**config.mk**
```make
export PLATFORM = sky130hd
export DESIGN_NAME = dst_ctrl_flat
export DESIGN_NICKNAME = d
export VERILOG_FILES = /design/src/hw/rtl/dst_pkg.sv /design/src/hw/rtl/dst_if.sv /design/src/hw/rtl/dst_ctrl.sv /design/src/flat_wrapper.sv
export SDC_FILE = /design/constraint.sdc
export NUM_CORES = 1
export LEC_CHECK = 0
export BUFFER_PORTS_ARGS = -buffer_cell sky130_fd_sc_hd__buf_2
export CORE_AREA = 2 2 110 112
export DETAILED_ROUTE_END_ITERATION = 8
export DIE_AREA = 0 0 112 114
export PLACE_DENSITY = 0.88
export SLEW_MARGIN = 30
export SYNTH_ARGS = -nofsm -noshare
export SYNTH_HDL_FRONTEND = slang
export SYNTH_SLANG_ARGS = --single-unit
```
**constraint.sdc**
```tcl
create_clock -name clk -period 9.4 [get_ports clk]
set_input_delay 1.88 -clock clk [delete_from_list [all_inputs] [get_ports clk]]
set_output_delay 1.88 -clock clk [all_outputs]
set_load 0.05 [all_outputs]
```
**src/hw/rtl/dst_pkg.sv**
```systemverilog
// ----------------------------------------------------------------------------
// dst_pkg
// Shared types for the dual stack: operation and status codes, sequencer
// states and the memory control group.
// ----------------------------------------------------------------------------
`timescale 1ns / 1ps
`default_nettype none

package dst_pkg;

  localparam int unsigned OP_W     = 3;
  localparam int unsigned STATUS_W = 2;
  localparam int unsigned VALUE_W  = 32;
  localparam int unsigned FILL_W   = 9;

  typedef enum logic [OP_W-1:0] {
    OP_PUSH     = 3'd0,
    OP_POP      = 3'd1,
    OP_PEEK     = 3'd2,
    OP_CLEAR    = 3'd3,
    OP_OVERTURN = 3'd4
  } op_t;

  typedef enum logic [STATUS_W-1:0] {
    ST_OK    = 2'd0,
    ST_EMPTY = 2'd1,
    ST_FULL  = 2'd2
  } status_t;

  typedef enum logic {
    S_IDLE = 1'b0,
    S_EXEC = 1'b1
  } state_t;

  typedef struct packed {
    logic wr_en;
    logic rd_en;
  } mem_ctl_t;

endpackage

`default_nettype wire

```
**src/hw/rtl/dst_if.sv**
```systemverilog
// ----------------------------------------------------------------------------
// dst_if
// Valid/ready channels for stack requests and their results.
// ----------------------------------------------------------------------------
`timescale 1ns / 1ps
`default_nettype none

interface dst_in_if;
  logic               valid;
  logic               ready;
  logic [2:0]         op;
  logic               stack_sel;
  logic signed [31:0] push_value;

  modport source (output valid, output op, output stack_sel, output push_value,
                  input ready);
  modport sink   (input valid, input op, input stack_sel, input push_value,
                  output ready);
endinterface

interface dst_out_if;
  logic               valid;
  logic               ready;
  logic signed [31:0] top_value;
  logic [1:0]         status;
  logic [8:0]         fill_level;

  modport source (output valid, output top_value, output status, output fill_level,
                  input ready);
  modport sink   (input valid, input top_value, input status, input fill_level,
                  output ready);
endinterface

`default_nettype wire

```
**src/hw/rtl/dst_ctrl.sv**
```systemverilog
// ----------------------------------------------------------------------------
// dst_ctrl
// Request sequencer: holds both fill counts, drives the store and walks the
// overturn one entry per cycle, the last once the result register is free.
// ----------------------------------------------------------------------------
`timescale 1ns / 1ps
`default_nettype none

module dst_ctrl #(
  parameter int unsigned DEPTH      = 256,
  parameter int unsigned DATA_WIDTH = 32,
  parameter int unsigned IDX_WIDTH  = 8,
  parameter int unsigned CNT_WIDTH  = 9
) (
  input  wire logic                  clk,
  input  wire logic                  rst_n,
  dst_in_if.sink                     in_chan,
  dst_out_if.source                  out_chan,
  output dst_pkg::mem_ctl_t          mem_ctl,
  output logic [IDX_WIDTH:0]         mem_waddr,
  output logic [DATA_WIDTH-1:0]      mem_wdata,
  output logic [IDX_WIDTH:0]         mem_raddr,
  input  wire logic [DATA_WIDTH-1:0] mem_rdata
);
  import dst_pkg::*;

  localparam logic [CNT_WIDTH-1:0] CNT_FULL = CNT_WIDTH'(DEPTH);
  localparam logic [CNT_WIDTH-1:0] CNT_ONE  = CNT_WIDTH'(1);
  localparam logic [CNT_WIDTH-1:0] CNT_TWO  = CNT_WIDTH'(2);

  state_t                state_r, state_nxt;
  op_t                   op_r;
  logic                  sel_r;
  logic [DATA_WIDTH-1:0] val_r;
  logic [CNT_WIDTH-1:0]  cnt_r [2];
  logic [CNT_WIDTH-1:0]  cnt_nxt [2];

  logic                  out_valid_r;
  logic [VALUE_W-1:0]    top_r, top_nxt;
  status_t               status_r, status_nxt;
  logic [FILL_W-1:0]     fill_r, fill_nxt;

  logic                  accept;
  logic                  out_free;
  logic                  finish;
  logic                  commit;
  logic                  want_wr;
  logic                  want_rd;
  logic [CNT_WIDTH-1:0]  src_cnt, dst_cnt, src_dec, acc_cnt, acc_dec;
  logic [CNT_WIDTH-1:0]  src_new, dst_new;
  logic signed [63:0]    push_wide;
  logic signed [63:0]    read_wide;

  assign accept   = in_chan.valid && in_chan.ready;
  assign out_free = !out_valid_r || out_chan.ready;

  assign src_cnt = cnt_r[sel_r];
  assign dst_cnt = cnt_r[!sel_r];
  assign src_dec = src_cnt - CNT_ONE;
  assign acc_cnt = cnt_r[in_chan.stack_sel];
  assign acc_dec = acc_cnt - CNT_ONE;

  // Push values are sign-extended and cut to the stored width; read words
  // come back sign-extended and are reported as their low 32 bits.
  assign push_wide = 64'(in_chan.push_value);
  assign read_wide = 64'(signed'(mem_rdata));

  always_comb begin
    finish     = 1'b0;
    want_wr    = 1'b0;
    want_rd    = 1'b0;
    src_new    = src_cnt;
    dst_new    = dst_cnt;
    top_nxt    = '0;
    status_nxt = ST_OK;
    mem_waddr  = {sel_r, src_cnt[IDX_WIDTH-1:0]};
    mem_wdata  = val_r;
    mem_raddr  = {in_chan.stack_sel, acc_dec[IDX_WIDTH-1:0]};

    if (state_r == S_EXEC) begin
      unique case (op_r)
        OP_PUSH: begin
          finish = 1'b1;
          if (src_cnt == CNT_FULL) begin
            status_nxt = ST_FULL;
          end else begin
            want_wr = 1'b1;
            src_new = src_cnt + CNT_ONE;
          end
        end
        OP_POP, OP_PEEK: begin
          finish = 1'b1;
          if (src_cnt == '0) begin
            status_nxt = ST_EMPTY;
          end else begin
            top_nxt = read_wide[VALUE_W-1:0];
            if (op_r == OP_POP) begin
              src_new = src_dec;
            end
          end
        end
        OP_CLEAR: begin
          finish  = 1'b1;
          src_new = '0;
        end
        OP_OVERTURN: begin
          mem_waddr = {!sel_r, dst_cnt[IDX_WIDTH-1:0]};
          mem_wdata = mem_rdata;
          mem_raddr = {sel_r, IDX_WIDTH'(src_cnt - CNT_TWO)};
          if (src_cnt == '0) begin
            finish     = 1'b1;
            status_nxt = ST_EMPTY;
          end else if (dst_cnt == CNT_FULL) begin
            finish     = 1'b1;
            status_nxt = ST_FULL;
          end else begin
            // Move the current top; fetch the next one unless this was the last.
            want_wr = 1'b1;
            src_new = src_dec;
            dst_new = dst_cnt + CNT_ONE;
            if (src_dec == '0) begin
              finish = 1'b1;
            end else begin
              want_rd = 1'b1;
            end
          end
        end
        default: begin
          finish = 1'b1;
        end
      endcase
    end

    fill_nxt = FILL_W'(src_new);
  end

  // A finishing step waits while the previous result is still held.
  assign commit = (state_r == S_EXEC) && (!finish || out_free);

  always_comb begin
    mem_ctl.wr_en = commit && want_wr;
    mem_ctl.rd_en = accept || (commit && want_rd);
  end

  always_comb begin
    cnt_nxt = cnt_r;
    if (commit) begin
      cnt_nxt[sel_r]  = src_new;
      cnt_nxt[!sel_r] = dst_new;
    end
  end

  always_comb begin
    state_nxt = state_r;
    unique case (state_r)
      S_IDLE: begin
        if (accept) begin
          state_nxt = S_EXEC;
        end
      end
      S_EXEC: begin
        if (commit && finish) begin
          state_nxt = S_IDLE;
        end
      end
      default: state_nxt = S_IDLE;
    endcase
  end

  assign in_chan.ready = (state_r == S_IDLE);

  always_ff @(posedge clk) begin
    if (!rst_n) begin
      state_r     <= S_IDLE;
      cnt_r[0]    <= '0;
      cnt_r[1]    <= '0;
      out_valid_r <= 1'b0;
    end else begin
      state_r  <= state_nxt;
      cnt_r[0] <= cnt_nxt[0];
      cnt_r[1] <= cnt_nxt[1];
      if (commit && finish) begin
        out_valid_r <= 1'b1;
      end else if (out_chan.ready) begin
        out_valid_r <= 1'b0;
      end
    end
  end

  always_ff @(posedge clk) begin
    if (accept) begin
      op_r  <= op_t'(in_chan.op);
      sel_r <= in_chan.stack_sel;
      val_r <= push_wide[DATA_WIDTH-1:0];
    end
    if (commit && finish) begin
      top_r    <= top_nxt;
      status_r <= status_nxt;
      fill_r   <= fill_nxt;
    end
  end

  assign out_chan.valid      = out_valid_r;
  assign out_chan.top_value  = top_r;
  assign out_chan.status     = status_r;
  assign out_chan.fill_level = fill_r;

endmodule

`default_nettype wire

```
**src/flat_wrapper.sv**
```systemverilog
// flat-port wrapper written by rule: the top's interface ports become plain ports
module dst_ctrl_flat import dst_pkg::*;
#(
  parameter int unsigned DEPTH      = 256,
  parameter int unsigned DATA_WIDTH = 32,
  parameter int unsigned IDX_WIDTH  = 8,
  parameter int unsigned CNT_WIDTH  = 9
)
  (clk, rst_n, mem_ctl, mem_waddr, mem_wdata, mem_raddr, mem_rdata, in_chan_valid, in_chan_op, in_chan_stack_sel, in_chan_push_value, in_chan_ready, out_chan_valid, out_chan_top_value, out_chan_status, out_chan_fill_level, out_chan_ready);
  dst_in_if in_chan_i ();
  dst_out_if out_chan_i ();
  input  wire logic clk;
  input  wire logic rst_n;
  output dst_pkg::mem_ctl_t mem_ctl;
  output logic [IDX_WIDTH:0] mem_waddr;
  output logic [DATA_WIDTH-1:0] mem_wdata;
  output logic [IDX_WIDTH:0] mem_raddr;
  input  wire logic [DATA_WIDTH-1:0] mem_rdata;
  input wire logic [$bits(in_chan_i.valid)-1:0] in_chan_valid;
  input wire logic [$bits(in_chan_i.op)-1:0] in_chan_op;
  input wire logic [$bits(in_chan_i.stack_sel)-1:0] in_chan_stack_sel;
  input wire logic [$bits(in_chan_i.push_value)-1:0] in_chan_push_value;
  output wire logic [$bits(in_chan_i.ready)-1:0] in_chan_ready;
  output wire logic [$bits(out_chan_i.valid)-1:0] out_chan_valid;
  output wire logic [$bits(out_chan_i.top_value)-1:0] out_chan_top_value;
  output wire logic [$bits(out_chan_i.status)-1:0] out_chan_status;
  output wire logic [$bits(out_chan_i.fill_level)-1:0] out_chan_fill_level;
  input wire logic [$bits(out_chan_i.ready)-1:0] out_chan_ready;
  assign in_chan_i.valid = in_chan_valid;
  assign in_chan_i.op = in_chan_op;
  assign in_chan_i.stack_sel = in_chan_stack_sel;
  assign in_chan_i.push_value = in_chan_push_value;
  assign in_chan_ready = in_chan_i.ready;
  assign out_chan_valid = out_chan_i.valid;
  assign out_chan_top_value = out_chan_i.top_value;
  assign out_chan_status = out_chan_i.status;
  assign out_chan_fill_level = out_chan_i.fill_level;
  assign out_chan_i.ready = out_chan_ready;
  dst_ctrl #(.DEPTH(DEPTH), .DATA_WIDTH(DATA_WIDTH), .IDX_WIDTH(IDX_WIDTH), .CNT_WIDTH(CNT_WIDTH)) u_core (.clk(clk), .rst_n(rst_n), .in_chan(in_chan_i), .out_chan(out_chan_i), .mem_ctl(mem_ctl), .mem_waddr(mem_waddr), .mem_wdata(mem_wdata), .mem_raddr(mem_raddr), .mem_rdata(mem_rdata));
endmodule
```
==> flow_summary.toml <==
[grt]
gr-total-overflow = 0
grtUsageMet1 = 0.405
globalRouteMet3Util = 0.0728
grt.total_usage = 0.300
grt_pass1_wl_um = 29600
busiest_layer = "met2"
grt_max_degree = 60
grt_pass1_vias = 5299
gr-usage-met2 = 0.461
antenna_found_initial = 0

[clock_tree]
ctsHoldBuffers = 0
clock_sinks = 99
cts_root_buf = "clkbuf_16"
clk_transition_reported_paths_ns = 0.07
worstSkewPairLatency_ns = 0.36
cts_tree = "built"
clockBufferDepth = 2
post_cts_resized = 0
cts-buffers-inserted = 9
cts_htree_levels = 3
cts_setup_buffers = 0

[final_layout]
n_antenna_cell = 0
fin_nets = 877
syn2layout_area_growth_pct = 19.6
drive_gt1_frac = 0.300
fillers = 994

[sta]
period_share = 0.680
slew_headroom = 0.393
period_minus_slack_ns = 6.39
slew_violations = 0
max_slew.worst_pin.slew_ns = 0.885
tns_ns = 0
max_freq_ghz = 0.157
setup_violations = 0
finalClockSkew_ns = 0.00742
rsz0062_at_grt = "no"
whs_ns = 0.544
hold_violations = 0

[place]
gp_congestion = 1.01
portBuffers = 168
dp_hpwl_um = 13900

[yosys]
syn_area_um2 = 6190
syn-num-nets = 732
synth_edf_count = 79
synthFlopType = "edfxtp_1"
ys_ff_latch = 99
syn_area_per_cell_um2 = 9.51
ys_async_sr_fraction = 0
synthCells = 651
yosys.cell_types.count = 80
yosysWarnings = 0
seq_area_frac_synth = 0.448

[route]
vias = 5753
wirelength_um = 19500
drtIter0Drc = 647
first_pass_iters = 5
drt-wirelength-per-cell_um = 20.6
drc = 0
avgViaCountPerCell = 6.07
final_antenna_net_count = 0

[floorplanning]
dieArea_um2 = 12800
floorplan.initialDensity = 0.529
placementRows = 40
io_pins = 169
dieWidth_um = 112
die_y_um = 114
core-area_um2 = 11700

[pwr]
peakVddDrop_uv = 105
power_density_nw_per_um2 = 173
leakagePower_uw = 0.00314

[worst_setup_path]
start_kind = "flip-flop"
worstSetupPathType = "flip-flop to output port"
worstPathRequired_ns = 7.52
arrival_ns = 4.51
worst-path-max-fanout = 59
cp-end-kind = "output port"

[worst_hold_path]
worstHoldPathType = "flip-flop to flip-flop"

[run_status]
status = "finished clean"

[job]
timing.max_cap.violations = 0
where the power goes:
group	internal, uW	switching, uW	total [uW]
sequential	508	22.9	531
combinational	103	280	383
clock	185	181	366
total	796	484	1280
cell families (layout without fill, tap and decap cells):
family,after synthesis,in the layout,synth area share
fa+ha+maj,9,9,0.0182
compound gates,134,134,0.160
flops,99,99,0.448
simple gates,293,293,0.231
xor+xnor,17,17,0.0240
mux,43,43,0.0752
buf+inv,56,206,0.0428
state kept, by name, indices dropped and copies added (netlist names):
signal                      count
u_core.cnt_r                   18
u_core.op_r                     3
u_core.out_chan.fill_level      9
u_core.out_chan.status          2
u_core.out_chan.top_value      32
u_core.out_chan.valid           1
u_core.sel_r                    1
u_core.state_r                  1
u_core.val_r                   32
cells in the mapped netlist, types with 3 or more instances:
| cell type | number | area [um^2] |
|---|---|---|
| and2_1 | 36 | 225 |
| and4_1 | 4 | 35.0 |
| xnor2_1 | 13 | 114 |
| o22ai_1 | 6 | 37.5 |
| o221ai_1 | 3 | 26.3 |
| xor2_1 | 4 | 35.0 |
| inv_1 | 12 | 45.0 |
| edfxtp_1 | 79 | 2370 |
| a21oi_1 | 26 | 130 |
| a211oi_2 | 3 | 37.5 |
| o211ai_1 | 9 | 67.6 |
| mux2_2 | 13 | 146 |
| mux2i_1 | 25 | 250 |
| nand3_1 | 16 | 80.1 |
| nor2_1 | 30 | 113 |
| nor2b_1 | 3 | 18.8 |
| a21boi_1 | 3 | 22.5 |
| a21o_1 | 5 | 37.5 |
| buf_4 | 4 | 30.0 |
| buf_2 | 8 | 40.0 |
| ha_1 | 9 | 113 |
| nor4_1 | 5 | 31.3 |
| nor3_1 | 13 | 65.1 |
| mux2i_2 | 5 | 68.8 |
| a31oi_1 | 11 | 68.8 |
| dfxtp_1 | 20 | 400 |
| buf_6 | 4 | 45.0 |
| or3_1 | 4 | 25.0 |
| nand4_1 | 14 | 87.6 |
| clkbuf_1 | 25 | 93.8 |
| a211oi_1 | 4 | 30.0 |
| nand2_1 | 149 | 559 |
| o21ai_0 | 27 | 135 |
path summary, 6_finish.rpt:
| path | start | to | slack, ns | cells past startpoint |
|---|---|---|---|---|
| max reg2reg | u_core.sel_r | u_core.cnt_r[12] | 4.86 | 10 |
| min reg2reg | u_core.cnt_r[1] | u_core.cnt_r[1] | 0.54 | 2 |
| min | u_core.cnt_r[1] | u_core.cnt_r[1] | 0.54 | 2 |
| max | u_core.sel_r | mem_ctl[1] | 3.01 | 11 |
per-layer routing:
| metal | wire, um | part of all wire | up-vias |
|---|---|---|---|
| li1 | - | - | 2662 |
| met1 | 7840 | 0.40 | 2682 |
| met2 | 8890 | 0.46 | 337 |
| met3 | 1870 | 0.096 | 72 |
| met4 | 936 | 0.048 | 0 |
| met5 | 0 | 0 | - |
critical path, stage by stage, from the launching register on:
cell and delay (ns):
edfxtp_1 0.33, buf_4 0.55, mux2i_1 0.82, ha_1 0.49
or4bb_4 0.54, a21oi_4 0.29, a2bb2oi_4 0.15, a21oi_2 0.22
a311oi_4 0.06, buf_4 0.26, a21boi_1 0.18, buf_2 0.22
cell type report:
| class | instances | area (um^2) | share of cell area |
|---|---|---|---|
| clock buffers | 9 | 225 | 0.0304 |
| clock inverters | 7 | 60.1 | 0.00811 |
| inverters | 13 | 48.8 | 0.00659 |
| multi-input cells | 496 | 3180 | 0.430 |
| flip-flops and latches | 99 | 2770 | 0.375 |
| well taps | 147 | 184 | 0.0248 |
| repair buffers | 177 | 928 | 0.125 |
cells in the final DEF (no fill, tap or decap), drive strengths merged, types with 5 or more instances in the layout:
| cell type | Yosys | final |
|---|---|---|
| o211ai | 10 | 10 |
| mux2i | 30 | 30 |
| nand3 | 16 | 16 |
| o21ai | 29 | 29 |
| buf | 18 | 177 |
| a31oi | 11 | 11 |
| xnor2 | 13 | 13 |
| o22ai | 7 | 7 |
| nor4 | 5 | 5 |
| nand2 | 150 | 150 |
| and2 | 36 | 36 |
| nor3 | 13 | 13 |
| a21boi | 6 | 6 |
| nand4 | 14 | 14 |
| a21o | 5 | 5 |
| ha | 9 | 9 |
| mux2 | 13 | 13 |
| a21oi | 29 | 29 |
| a211oi | 7 | 7 |
| nor2 | 30 | 30 |
| clkbuf | 25 | 9 |
| dfxtp | 20 | 20 |
| edfxtp | 79 | 79 |
| inv | 13 | 17 |
per-stage QoR:
stage	instances	total power (uW)	area [um^2]	setup slack, ns	utilization
global placement	931	909	7090	3.59	0.605
detailed placement	932	916	7120	3.51	0.608
floorplan	651	813	6190	3.40	-
CTS	948	1280	7400	3.12	0.632
finish	948	1280	7400	3.01	0.632
global route	948	1320	7400	2.83	0.632
Note: power is estimated with default switching activity, not from simulation.
